## src/sv/atfp_pkg.sv

```systemverilog
// Shared types, constants and the digit weight function for the ASCII tag frame parser.
// No dependencies; imported by every module of the block.
package atfp_pkg;

   localparam int unsigned TAG_W   = 14;
   localparam int unsigned COUNT_W = 7;
   localparam int unsigned IDLE_W  = 16;
   localparam int unsigned BYTE_W  = 8;
   localparam int unsigned DIGIT_W = 4;

   localparam logic [BYTE_W-1:0] ASCII_ZERO = 8'h30;
   localparam logic [BYTE_W-1:0] ASCII_NINE = 8'h39;
   localparam logic [BYTE_W-1:0] ASCII_LF   = 8'h0A;
   localparam logic [BYTE_W-1:0] ASCII_CR   = 8'h0D;

   localparam logic [IDLE_W-1:0] IDLE_LIMIT_RESET = 16'd100;

   // item kind carried in req_tuser
   localparam logic CMD_BYTE = 1'b0;
   localparam logic CMD_POLL = 1'b1;

   typedef enum logic [2:0] {
      STEP_DIGIT0 = 3'd0,
      STEP_DIGIT1 = 3'd1,
      STEP_DIGIT2 = 3'd2,
      STEP_DIGIT3 = 3'd3,
      STEP_BODY   = 3'd4
   } atfp_step_type;

   typedef struct packed {
      logic              cmd;
      logic [BYTE_W-1:0] rx_byte;
   } atfp_item_type;

   typedef struct packed {
      logic             frame_ok;
      logic [TAG_W-1:0] tag_number;
   } atfp_result_type;

   // decimal weight of the digit taken in a given step
   function automatic logic [TAG_W-1:0] digit_weight(atfp_step_type step);
      logic [TAG_W-1:0] w;
      begin
         unique case (step)
            STEP_DIGIT0: w = 14'd1000;
            STEP_DIGIT1: w = 14'd100;
            STEP_DIGIT2: w = 14'd10;
            STEP_DIGIT3: w = 14'd1;
            default:     w = 14'd0;
         endcase
         return w;
      end
   endfunction

endpackage

```

## src/sv/atfp_in_stage.sv

```systemverilog
// Input register for the request stream.
// Depends on atfp_pkg.
module atfp_in_stage
   import atfp_pkg::*;
(
   input  logic          clock,
   input  logic          reset,
   input  logic          req_tvalid,
   output logic          req_tready,
   input  atfp_item_type req_item,
   input  logic          item_take,
   output logic          item_valid,
   output atfp_item_type item
);

   logic          valid_ff, valid_in;
   atfp_item_type item_ff;
   logic          load;

   assign req_tready = !valid_ff || item_take;
   assign load       = req_tvalid && req_tready;
   assign valid_in   = load || (valid_ff && !item_take);

   always_ff @(posedge clock) begin
      if (reset) begin
         valid_ff <= 1'b0;
      end else begin
         valid_ff <= valid_in;
      end
   end

   always_ff @(posedge clock) begin
      if (load) begin
         item_ff <= req_item;
      end
   end

   assign item_valid = valid_ff;
   assign item       = item_ff;

endmodule

```

## src/sv/atfp_core.sv

```systemverilog
// Frame parser state and next-state logic: digit hunt, body count, idle timeout.
// Depends on atfp_pkg.
module atfp_core
   import atfp_pkg::*;
#(
   parameter int unsigned FRAME_LEN = 6
)
(
   input  logic             clock,
   input  logic             reset,
   input  logic [IDLE_W-1:0] idle_limit,
   input  logic             item_valid,
   input  atfp_item_type    item,
   input  logic             out_free,
   output logic             item_take,
   output logic             res_valid,
   output atfp_result_type  res
);

   atfp_step_type      step_ff, step_in;
   logic [COUNT_W-1:0] count_ff, count_in;
   logic [TAG_W-1:0]   value_ff, value_in;
   logic [BYTE_W-1:0]  last_ff, last_in;
   logic [IDLE_W-1:0]  idle_ff, idle_in;

   logic               is_digit;
   logic [DIGIT_W-1:0] digit;
   logic [IDLE_W-1:0]  idle_inc;
   logic [COUNT_W-1:0] count_inc;
   logic               idle_hit;
   logic               frame_done;

   assign is_digit   = (item.rx_byte >= ASCII_ZERO) && (item.rx_byte <= ASCII_NINE);
   assign digit      = DIGIT_W'(item.rx_byte - ASCII_ZERO);
   assign idle_inc   = idle_ff + 1'b1;
   assign idle_hit   = idle_inc >= idle_limit;
   assign count_inc  = count_ff + 1'b1;
   assign frame_done = (item.cmd == CMD_BYTE) && (step_ff == STEP_BODY)
                       && (count_inc >= COUNT_W'(FRAME_LEN));

   assign item_take = item_valid && (!frame_done || out_free);
   assign res_valid = item_take && frame_done;

   // next parse step
   always_comb begin
      step_in = step_ff;
      if (item.cmd == CMD_POLL) begin
         if (idle_hit) begin
            step_in = STEP_DIGIT0;
         end
      end else begin
         unique case (step_ff)
            STEP_DIGIT0: begin
               if (is_digit) step_in = STEP_DIGIT1;
            end
            STEP_DIGIT1: begin
               step_in = is_digit ? STEP_DIGIT2 : STEP_DIGIT0;
            end
            STEP_DIGIT2: begin
               step_in = is_digit ? STEP_DIGIT3 : STEP_DIGIT0;
            end
            STEP_DIGIT3: begin
               step_in = is_digit ? STEP_BODY : STEP_DIGIT0;
            end
            STEP_BODY: begin
               if (frame_done) step_in = STEP_DIGIT0;
            end
            default: begin
               step_in = STEP_DIGIT0;
            end
         endcase
      end
   end

   // datapath and counters
   always_comb begin
      count_in = count_ff;
      value_in = value_ff;
      last_in  = last_ff;
      idle_in  = idle_ff;
      if (item.cmd == CMD_POLL) begin
         if (idle_hit) begin
            idle_in  = '0;
            count_in = '0;
         end else begin
            idle_in = idle_inc;
         end
      end else begin
         idle_in = '0;
         if (step_ff == STEP_BODY) begin
            last_in  = item.rx_byte;
            count_in = frame_done ? '0 : count_inc;
         end else if (is_digit) begin
            if (step_ff == STEP_DIGIT0) begin
               value_in = TAG_W'(digit * digit_weight(step_ff));
            end else begin
               value_in = value_ff + TAG_W'(digit * digit_weight(step_ff));
            end
            count_in = COUNT_W'(step_ff) + 1'b1;
         end
      end
   end

   always_ff @(posedge clock) begin
      if (reset) begin
         step_ff  <= STEP_DIGIT0;
         count_ff <= '0;
         value_ff <= '0;
         last_ff  <= '0;
         idle_ff  <= '0;
      end else if (item_take) begin
         step_ff  <= step_in;
         count_ff <= count_in;
         value_ff <= value_in;
         last_ff  <= last_in;
         idle_ff  <= idle_in;
      end
   end

   assign res.tag_number = value_ff;
   assign res.frame_ok   = (last_ff == ASCII_CR) && (item.rx_byte == ASCII_LF);

endmodule

```

## src/sv/atfp_out_stage.sv

```systemverilog
// Result register for the response stream.
// Depends on atfp_pkg.
module atfp_out_stage
   import atfp_pkg::*;
(
   input  logic            clock,
   input  logic            reset,
   input  logic            res_valid,
   input  atfp_result_type res,
   output logic            out_free,
   output logic            rsp_tvalid,
   input  logic            rsp_tready,
   output atfp_result_type rsp_res
);

   logic            valid_ff, valid_in;
   atfp_result_type res_ff;

   assign out_free = !valid_ff || rsp_tready;
   assign valid_in = res_valid || (valid_ff && !rsp_tready);

   always_ff @(posedge clock) begin
      if (reset) begin
         valid_ff <= 1'b0;
      end else begin
         valid_ff <= valid_in;
      end
   end

   always_ff @(posedge clock) begin
      if (res_valid) begin
         res_ff <= res;
      end
   end

   assign rsp_tvalid = valid_ff;
   assign rsp_res    = res_ff;

endmodule

```

## src/sv/ascii_tag_frame_parser.sv

```systemverilog
// ASCII tag frame parser, top level: idle limit register, input stage, parser core and result stage.
// Depends on atfp_pkg, atfp_in_stage, atfp_core, atfp_out_stage.
// A request transfer that ends a frame is held in the input register, then the parser update
// loads its result into the result register that drives rsp_tvalid. One transfer per cycle is
// sustained, set by the combinational parser update between the input and result registers;
// a result held by rsp_tready low stalls the next frame-ending byte in the input register.
// Reset: synchronous, clears parser state and stream valids; idle_limit returns to 100.
module ascii_tag_frame_parser
   import atfp_pkg::*;
#(
   parameter int unsigned FRAME_LEN = 6
)
(
   input  logic        clock,
   input  logic        reset,
   input  logic        req_tvalid,
   output logic        req_tready,
   input  logic [7:0]  req_tdata,    // [7:0] rx_byte
   input  logic        req_tuser,    // [0] cmd
   output logic        rsp_tvalid,
   input  logic        rsp_tready,
   output logic [15:0] rsp_tdata,    // [13:0] tag_number, [14] frame_ok, [15] zero
   input  logic        csr_wr_en,
   input  logic [15:0] csr_wr_data
);

   logic [IDLE_W-1:0] idle_limit_ff;
   atfp_item_type     req_item, item;
   atfp_result_type   res, rsp_res;
   logic              item_valid, item_take, res_valid, out_free;

   always_ff @(posedge clock) begin
      if (reset) begin
         idle_limit_ff <= IDLE_LIMIT_RESET;
      end else if (csr_wr_en) begin
         idle_limit_ff <= csr_wr_data;
      end
   end

   assign req_item.cmd     = req_tuser;
   assign req_item.rx_byte = req_tdata;

   atfp_in_stage u_in (
      .clock      (clock),
      .reset      (reset),
      .req_tvalid (req_tvalid),
      .req_tready (req_tready),
      .req_item   (req_item),
      .item_take  (item_take),
      .item_valid (item_valid),
      .item       (item)
   );

   atfp_core #(
      .FRAME_LEN (FRAME_LEN)
   ) u_core (
      .clock      (clock),
      .reset      (reset),
      .idle_limit (idle_limit_ff),
      .item_valid (item_valid),
      .item       (item),
      .out_free   (out_free),
      .item_take  (item_take),
      .res_valid  (res_valid),
      .res        (res)
   );

   atfp_out_stage u_out (
      .clock      (clock),
      .reset      (reset),
      .res_valid  (res_valid),
      .res        (res),
      .out_free   (out_free),
      .rsp_tvalid (rsp_tvalid),
      .rsp_tready (rsp_tready),
      .rsp_res    (rsp_res)
   );

   assign rsp_tdata = {1'b0, rsp_res.frame_ok, rsp_res.tag_number};

endmodule

```

## config.mk

```make
export PLATFORM = sky130hd
export DESIGN_NAME = ascii_tag_frame_parser
export DESIGN_NICKNAME = d
export VERILOG_FILES = /design/src/sv/atfp_pkg.sv /design/src/sv/atfp_in_stage.sv /design/src/sv/atfp_core.sv /design/src/sv/atfp_out_stage.sv /design/src/sv/ascii_tag_frame_parser.sv
export SDC_FILE = /design/constraint.sdc
export NUM_CORES = 1
export LEC_CHECK = 0
export ABC_AREA = 1
export BUFFER_PORTS_ARGS = -buffer_cell sky130_fd_sc_hd__clkbuf_2
export CELL_PAD_IN_SITES_DETAIL_PLACEMENT = 2
export CELL_PAD_IN_SITES_GLOBAL_PLACEMENT = 2
export CORE_ASPECT_RATIO = 0.9
export CORE_MARGIN = 2
export CORE_UTILIZATION = 35
export CTS_CLUSTER_SIZE = 8
export DETAILED_ROUTE_END_ITERATION = 12
export PLACE_DENSITY = 0.82
export SYNTH_ARGS = -nofsm -noshare
export SYNTH_HDL_FRONTEND = slang
export SYNTH_SLANG_ARGS = --single-unit
```

## constraint.sdc

```tcl
create_clock -name clock -period 4.65 [get_ports clock]
set_input_delay 0.465 -clock clock [delete_from_list [all_inputs] [get_ports clock]]
set_output_delay 0.465 -clock clock [all_outputs]
set_load 0.005 [all_outputs]
```

==> flow_metrics.env, run 1 <==
export IMPL_setup_violations_final=0
export IMPL_r2r_slack_ns=0.45
export IMPL_numCtsBuffers=9
export IMPL_ys_ff_latch=90
export IMPL_drv_slew=0
export IMPL_slew_headroom_pct=21.4
export IMPL_wl_per_cell_um=17.0
export IMPL_synth_edf_count=24
export IMPL_grt_use_total_pct=21.9
export IMPL_async_reset_ff_share_pct=0
export IMPL_finalCriticalPeriod_ns=4.20
export IMPL_synth_warnings=0
export IMPL_cts_resized_gates=0
export IMPL_portBuffers=46
export IMPL_drt_antenna_violating_nets=0
export IMPL_synthTopCellsByArea="dfxtp_1 (21%), ha_1 (13%), edfxtp_1 (12%)"
export IMPL_yosysUniqueCellTypes=37
export IMPL_fin_area_um2=6970
export IMPL_hold_viol=0
export IMPL_r2r_cells=19
export IMPL_first_pass_iters=4
export IMPL_min_from="req_tdata[4]"
export IMPL_r2r_start="u_core.step_ff[0]$_SDFFE_PP0P_"
export IMPL_yosysMostFrequentCell="nand2_1"
export IMPL_hpwl_mm=14.6
export IMPL_insertion_delay_ns=0.36
export IMPL_worst_path_largest_cell_delay_ns=0.52
export IMPL_peakVddDrop_mv=0.186
export IMPL_reg2reg_to="u_core.value_ff[12]$_SDFFE_PP0P_"
export IMPL_antennaDiodeCount=0
export IMPL_grt_max_degree=35
export IMPL_ys_seq_area_share_pct=32.9
export IMPL_crit_buf_inv=2
export IMPL_fill_cells=2113
export IMPL_netlist_top_cell_by_area="dfxtp_1"
export IMPL_finalSetupTns_ns=0
export IMPL_grt_overflow=0
export IMPL_rsz0062_at_grt="no"
export IMPL_start_kind="flip-flop"
export IMPL_crit_slowest_cell="fa_1"
export IMPL_first_global_vias=6127
export IMPL_cp_max_fo=7
export IMPL_die_area_um2=18800
export IMPL_clkTransAtPathRegs_ns=0.07
export IMPL_layout_drive_gt1_share_pct=9.32
export IMPL_cts_setup_buffers=0
export IMPL_crit_arrival_ns=4.45
export IMPL_synth_top_area_share_pct=21.3
export IMPL_max_freq_mhz=238
export IMPL_layout_area_seq_um2=2040
export IMPL_crit_path_end_kind="flip-flop"
export IMPL_crit_family="adder cells"
export IMPL_final_util_pct=39.9
export IMPL_die_w_um=144
export IMPL_tritoncts="done"
export IMPL_hold_path_class="in2reg"
export IMPL_cts_hold_buf=0
export IMPL_min_path_cells=1
export IMPL_post_synth_instance_area_um2=6200
export IMPL_synth_cells=832
export IMPL_die_h_um=130
export IMPL_root_buffer="clkbuf_16"
export IMPL_postPlaceCellArea_um2=6660
export IMPL_vias=5537
export IMPL_leakagePower_uw=0.00333
export IMPL_place_congestion=0.824
export IMPL_multi_input_area_um2=3500
export IMPL_start_util_pct=35.4
export IMPL_ys_flop_type="dfxtp_1"
export IMPL_period_share_pct=90.2
export IMPL_area_growth_syn_to_layout_pct=12.4
export IMPL_status="complete, no violations"
export IMPL_path_cells="ha_1 -> nand2_1 -> nor2_2 -> inv_1 -> fa_1 -> fa_1 -> fa_1 -> inv_1 -> ha_1 -> a21oi_1 -> nand2_1 -> nand3_1 -> nand3_1 -> nor2_1 -> nor2_1 -> nand2_1 -> nand2_1 -> nor2_1 -> nor2_1"
export IMPL_clock_skew_ns=0.00877
export IMPL_tightest_slew_ns=1.18
export IMPL_synth_nets=948
export IMPL_synthTopCellsByCount="nand2_1 (187), inv_1 (144), nor2_1 (81)"
export IMPL_fin_hold_ws_ns=0.287
export IMPL_clockBufferDepth=2
export IMPL_rows=46
export IMPL_core_area_um2=17500
export IMPL_synth_area_per_cell_um2=7.45
export IMPL_ioPinCount=48
export IMPL_dr_first_iter_drc_count=173
export IMPL_antenna_found_initial=0
export IMPL_vias_per_cell=4.94
export IMPL_wirelength_mm=19.1
export IMPL_crit_required_ns=4.90
export IMPL_htree_levels=3
export IMPL_critPathKind="reg2reg"
export IMPL_power_density_nw_per_um2=293
export IMPL_cts_sinks=90
export IMPL_min_to="u_in.item[4]$_DFFE_PP_"
export IMPL_cap_violations=0
export IMPL_grt_pass1_wl_mm=31.8
export IMPL_nets=991
export IMPL_drc_errors=0
## final cells by class
type	instances	area share, %
Sequential cell	90	29.3
Clock inverter	5	0.861
Clock buffer	11	3.62
Timing Repair Buffer	52	3.95
Multi-Input combinational cell	577	50.1
Tap cell	240	4.31
Inverter	145	7.84
## through the flow
stage,power [uW],cells,worst slack [ns]
global placement,1250,1104,0.660
global route,2150,1120,0.0405
finish,2040,1120,0.455
CTS,2070,1120,0.364
detailed placement,1270,1104,0.417
floorplan,1130,832,0.907
## worst max-delay path by stage
stage / startpoint / endpoint / slack (ns) / cells after the start
after floorplan: u_core.step_ff[0]$_SDFFE_PP0P_ / u_core.value_ff[12]$_SDFFE_PP0P_ / 0.91 / 19
after global placement: u_core.step_ff[0]$_SDFFE_PP0P_ / u_core.value_ff[12]$_SDFFE_PP0P_ / 0.66 / 19
after detailed placement: u_core.step_ff[0]$_SDFFE_PP0P_ / u_core.value_ff[6]$_SDFFE_PP0P_ / 0.42 / 16
after CTS: u_core.step_ff[0]$_SDFFE_PP0P_ / u_core.value_ff[6]$_SDFFE_PP0P_ / 0.36 / 16
after global routing: u_core.step_ff[0]$_SDFFE_PP0P_ / u_core.value_ff[12]$_SDFFE_PP0P_ / 0.04 / 19
final: u_core.step_ff[0]$_SDFFE_PP0P_ / u_core.value_ff[12]$_SDFFE_PP0P_ / 0.45 / 19
## power by group
part / internal (uW) / leakage (uW) / switching [uW]
sequential: 825 / 0.000757 / 18.8
combinational: 137 / 0.00241 / 273
clock: 449 / 0.000157 / 337
## worst reg2reg max path: cells and delay by family, from the launching register on
| family | cells | cell delay, ns |
|---|---|---|
| AOI/OAI and AO/OA | 1 | 0.27 |
| adders and majority gates | 5 | 2.11 |
| DFF | 1 | 0.44 |
| and+or+nand+nor | 11 | 1.14 |
| buffers and inverters | 2 | 0.13 |
## layer usage
metal / vias to the layer above / GRT usage (%) / part of all wire [%]
met2: 77 / 38.7 / 49
met4: 0 / 5.20 / 1.2
met5: - / 0 / 0
li1: 2726 / - / -
met3: 18 / 3.38 / 3.5
met1: 2716 / 28.1 / 46
## cell usage in the layout (no fill, tap or decap), drive strengths merged, types with 2 or more instances in the layout
cell | netlist | final
a21o | 2 | 2
a21oi | 70 | 70
buf | 10 | 6
clkbuf | 10 | 57
clkinv | 0 | 2
dfxtp | 66 | 66
edfxtp | 24 | 24
fa | 21 | 21
ha | 65 | 65
inv | 145 | 147
nand2 | 189 | 189
nand3 | 52 | 52
nand3b | 3 | 3
nand4 | 11 | 11
nor2 | 85 | 85
nor3 | 6 | 6
nor4 | 2 | 2
o21ai | 45 | 45
or2 | 3 | 3
xnor2 | 7 | 7
xor2 | 9 | 9
## state kept, by name, indices dropped and copies added (netlist names)
name / flops
u_out.rsp_tvalid: 1
u_core.last_ff: 8
u_core.value_ff: 14
u_core.step_ff: 3
u_core.idle_ff: 16
u_in.item_valid: 1
idle_limit_ff: 16
u_in.item: 9
u_out.rsp_res: 15
u_core.count_ff: 7
## logic make-up after synthesis
logic type | Yosys count | share of synthesized area [%]
fa+ha+maj | 86 | 19.9
flops | 90 | 32.9
compound gates | 122 | 10.1
simple gates | 352 | 24.0
other cells | 1 | 0.0605
buf+inv | 165 | 10.7
xor+xnor | 16 | 2.26
Note: power is estimated with default switching activity, not from simulation.
==> inputs of run 2 (changes only) <==
--- a/config.mk
+++ b/config.mk
@@ -11,10 +11,10 @@
 export CELL_PAD_IN_SITES_GLOBAL_PLACEMENT = 2
 export CORE_ASPECT_RATIO = 0.9
 export CORE_MARGIN = 2
-export CORE_UTILIZATION = 35
+export CORE_UTILIZATION = 36
 export CTS_CLUSTER_SIZE = 8
 export DETAILED_ROUTE_END_ITERATION = 12
-export PLACE_DENSITY = 0.82
+export PLACE_DENSITY = 0.84
 export SYNTH_ARGS = -nofsm -noshare
 export SYNTH_HDL_FRONTEND = slang
 export SYNTH_SLANG_ARGS = --single-unit
==> run 2 against run 1 <==
Against the previous run: fmax fell by 2.4%; total power rose by 0.82%; register-to-register slack got worse by 0.10 ns; combinational power fell by 1%; final cell count fell by 2.7%; clock skew rose by 0.00063 ns; critical path depth did not move; utilization rose by 1.2 points.
==> flow_metrics.env, run 2 (synthesis gave the netlist of run 1 again) <==
export IMPL_ioPinCount=48
export IMPL_power_density_nw_per_um2=297
export IMPL_finalCriticalPeriod_ns=4.30
export IMPL_first_pass_iters=4
export IMPL_final_util_pct=41.1
export IMPL_leakagePower_uw=0.00332
export IMPL_hpwl_mm=14.4
export IMPL_cts_hold_buf=0
export IMPL_final_instance_count_excl_fill=1090
export IMPL_path_cells="ha_1 -> nand2_1 -> nor2_1 -> inv_1 -> fa_1 -> fa_1 -> fa_1 -> inv_1 -> ha_1 -> a21oi_1 -> nand2_1 -> nand3_1 -> nand3_1 -> nor2_1 -> nor2_1 -> nand2_1 -> nand2_1 -> nor2_1 -> nor2_1"
export IMPL_vias_per_cell=5.06
export IMPL_wirelength_mm=18.6
export IMPL_fin_hold_ws_ns=0.288
export IMPL_drc_errors=0
export IMPL_crit_required_ns=4.90
export IMPL_status="complete, no violations"
export IMPL_period_share_pct=92.5
export IMPL_place_congestion=0.837
export IMPL_start_util_pct=36.7
export IMPL_p_switching_uw=612
export IMPL_insertion_delay_ns=0.36
export IMPL_area_growth_syn_to_layout_pct=11.8
export IMPL_r2r_cells=19
export IMPL_reg2reg_to="u_core.value_ff[12]$_SDFFE_PP0P_"
export IMPL_root_buffer="clkbuf_16"
export IMPL_clkPwrFrac_pct=39.1
export IMPL_die_w_um=142
export IMPL_cts_setup_buffers=0
export IMPL_htree_levels=3
export IMPL_r2r_start="u_core.step_ff[0]$_SDFFE_PP0P_"
export IMPL_grt_max_degree=35
export IMPL_portBuffers=46
export IMPL_peakVddDrop_mv=0.243
export IMPL_max_freq_mhz=233
export IMPL_antennaDiodeCount=0
export IMPL_top_layer_used="met4"
export IMPL_critPathKind="reg2reg"
export IMPL_clockBufferDepth=2
export IMPL_grt_use_total_pct=21.6
export IMPL_worst_path_largest_cell_delay_ns=0.53
export IMPL_antenna_found_initial=0
export IMPL_cts_sinks=90
export IMPL_crit_path_end_kind="flip-flop"
export IMPL_cap_violations=0
export IMPL_cp_max_fo=7
export IMPL_start_kind="flip-flop"
export IMPL_cpMostUsedCell="nor2_1"
export IMPL_tightest_slew_ns=0.917
export IMPL_clkTransAtPathRegs_ns=0.07
export IMPL_rows=45
export IMPL_switching_share_pct=29.7
export IMPL_finalSetupTns_ns=0
export IMPL_min_to="u_in.item[4]$_DFFE_PP_"
export IMPL_dr_wl_met3_um=340
export IMPL_crit_family="adder cells"
export IMPL_slew_headroom_pct=38.7
export IMPL_nets=990
export IMPL_hold_viol=0
export IMPL_drt_antenna_violating_nets=0
export IMPL_drv_slew=0
export IMPL_min_from="req_tdata[4]"
export IMPL_vias=5516
export IMPL_setup_violations_final=0
export IMPL_fill_cells=1983
export IMPL_wl_per_cell_um=17.1
export IMPL_fin_area_um2=6930
export IMPL_wl_met1_mm=9.05
export IMPL_postPlaceCellArea_um2=6610
export IMPL_grt_overflow=0
export IMPL_core_area_um2=16900
export IMPL_hold_path_class="in2reg"
export IMPL_numCtsBuffers=9
export IMPL_p_int_uw=1450
export IMPL_dp_cells=1074
export IMPL_min_path_cells=1
export IMPL_die_area_um2=18300
export IMPL_tritoncts="done"
export IMPL_cts_resized_gates=0
export IMPL_layout_drive_gt1_share_pct=8.87
export IMPL_r2r_slack_ns=0.35
export IMPL_clock_skew_ns=0.00940
export IMPL_dr_first_iter_drc_count=188
export IMPL_layout_commonest_cell="nand2_1"
export IMPL_grt_pass1_wl_mm=30.8
export IMPL_pwr_share_comb_pct=19.7
export IMPL_final_cell_mix="nand2_1 (187), inv_1 (144), nor2_1 (81)"
export IMPL_die_h_um=129
export IMPL_seqPwrFrac_pct=41.2
export IMPL_rsz0062_at_grt="no"
export IMPL_met2WireLength_mm=9.03
export IMPL_first_global_vias=6013
export IMPL_crit_buf_inv=2
export IMPL_crit_arrival_ns=4.55
export IMPL_crit_slowest_cell="fa_1"
-- run 2: final cells by class --
cell class | instances | area, um2 | share of cell area [%]
inverters | 145 | 547 | 7.89
multi-input cells | 577 | 3490 | 50.4
clock inverters | 5 | 77.6 | 1.12
clock buffers | 11 | 243 | 3.50
well taps | 211 | 264 | 3.81
repair buffers | 51 | 268 | 3.86
flip-flops and latches | 90 | 2040 | 29.4
-- run 2: worst register-to-register path, delay by kind of cell, from the launching register on --
kind            cells  cell delay, ns
buf+inv             2            0.17
simple gates       11            1.22
compound gates      1            0.26
fa+ha+maj           5            2.10
flops               1            0.43
-- run 2: worst max-delay path by stage --
| stage | slack [ns] | start | to | depth (start not counted) |
|---|---|---|---|---|
| after floorplan | 0.91 | u_core.step_ff[0]$_SDFFE_PP0P_ | u_core.value_ff[12]$_SDFFE_PP0P_ | 19 |
| after global placement | 0.60 | u_core.step_ff[0]$_SDFFE_PP0P_ | u_core.value_ff[12]$_SDFFE_PP0P_ | 19 |
| after detailed placement | 0.37 | u_core.step_ff[0]$_SDFFE_PP0P_ | u_core.value_ff[12]$_SDFFE_PP0P_ | 19 |
| after CTS | 0.37 | u_core.step_ff[0]$_SDFFE_PP0P_ | u_core.value_ff[12]$_SDFFE_PP0P_ | 19 |
| after global routing | 0.01 | u_core.step_ff[0]$_SDFFE_PP0P_ | u_core.value_ff[12]$_SDFFE_PP0P_ | 19 |
| final | 0.35 | u_core.step_ff[0]$_SDFFE_PP0P_ | u_core.value_ff[12]$_SDFFE_PP0P_ | 19 |
-- run 2: power groups by stage --
stage	logic [uW]	registers, uW	clock network (uW)
6_report	405	848	804
5_1_grt	463	851	851
4_1_cts	410	848	821
3_5_place_dp	405	865	0
3_3_place_gp	382	864	0
2_1_floorplan	272	859	0
-- run 2: metal layers --
layer,vias up,global-route usage (%)
met1,2720,27.8
met2,59,38.7
li1,2720,-
met4,0,4.54
met3,17,3.05
met5,-,0
-- run 2: per-stage QoR --
stage / total power (uW) / setup WS (ns)
6_report: 2060 / 0.351
5_1_grt: 2160 / 0.0121
4_1_cts: 2080 / 0.365
3_5_place_dp: 1270 / 0.372
3_3_place_gp: 1250 / 0.599
2_1_floorplan: 1130 / 0.907
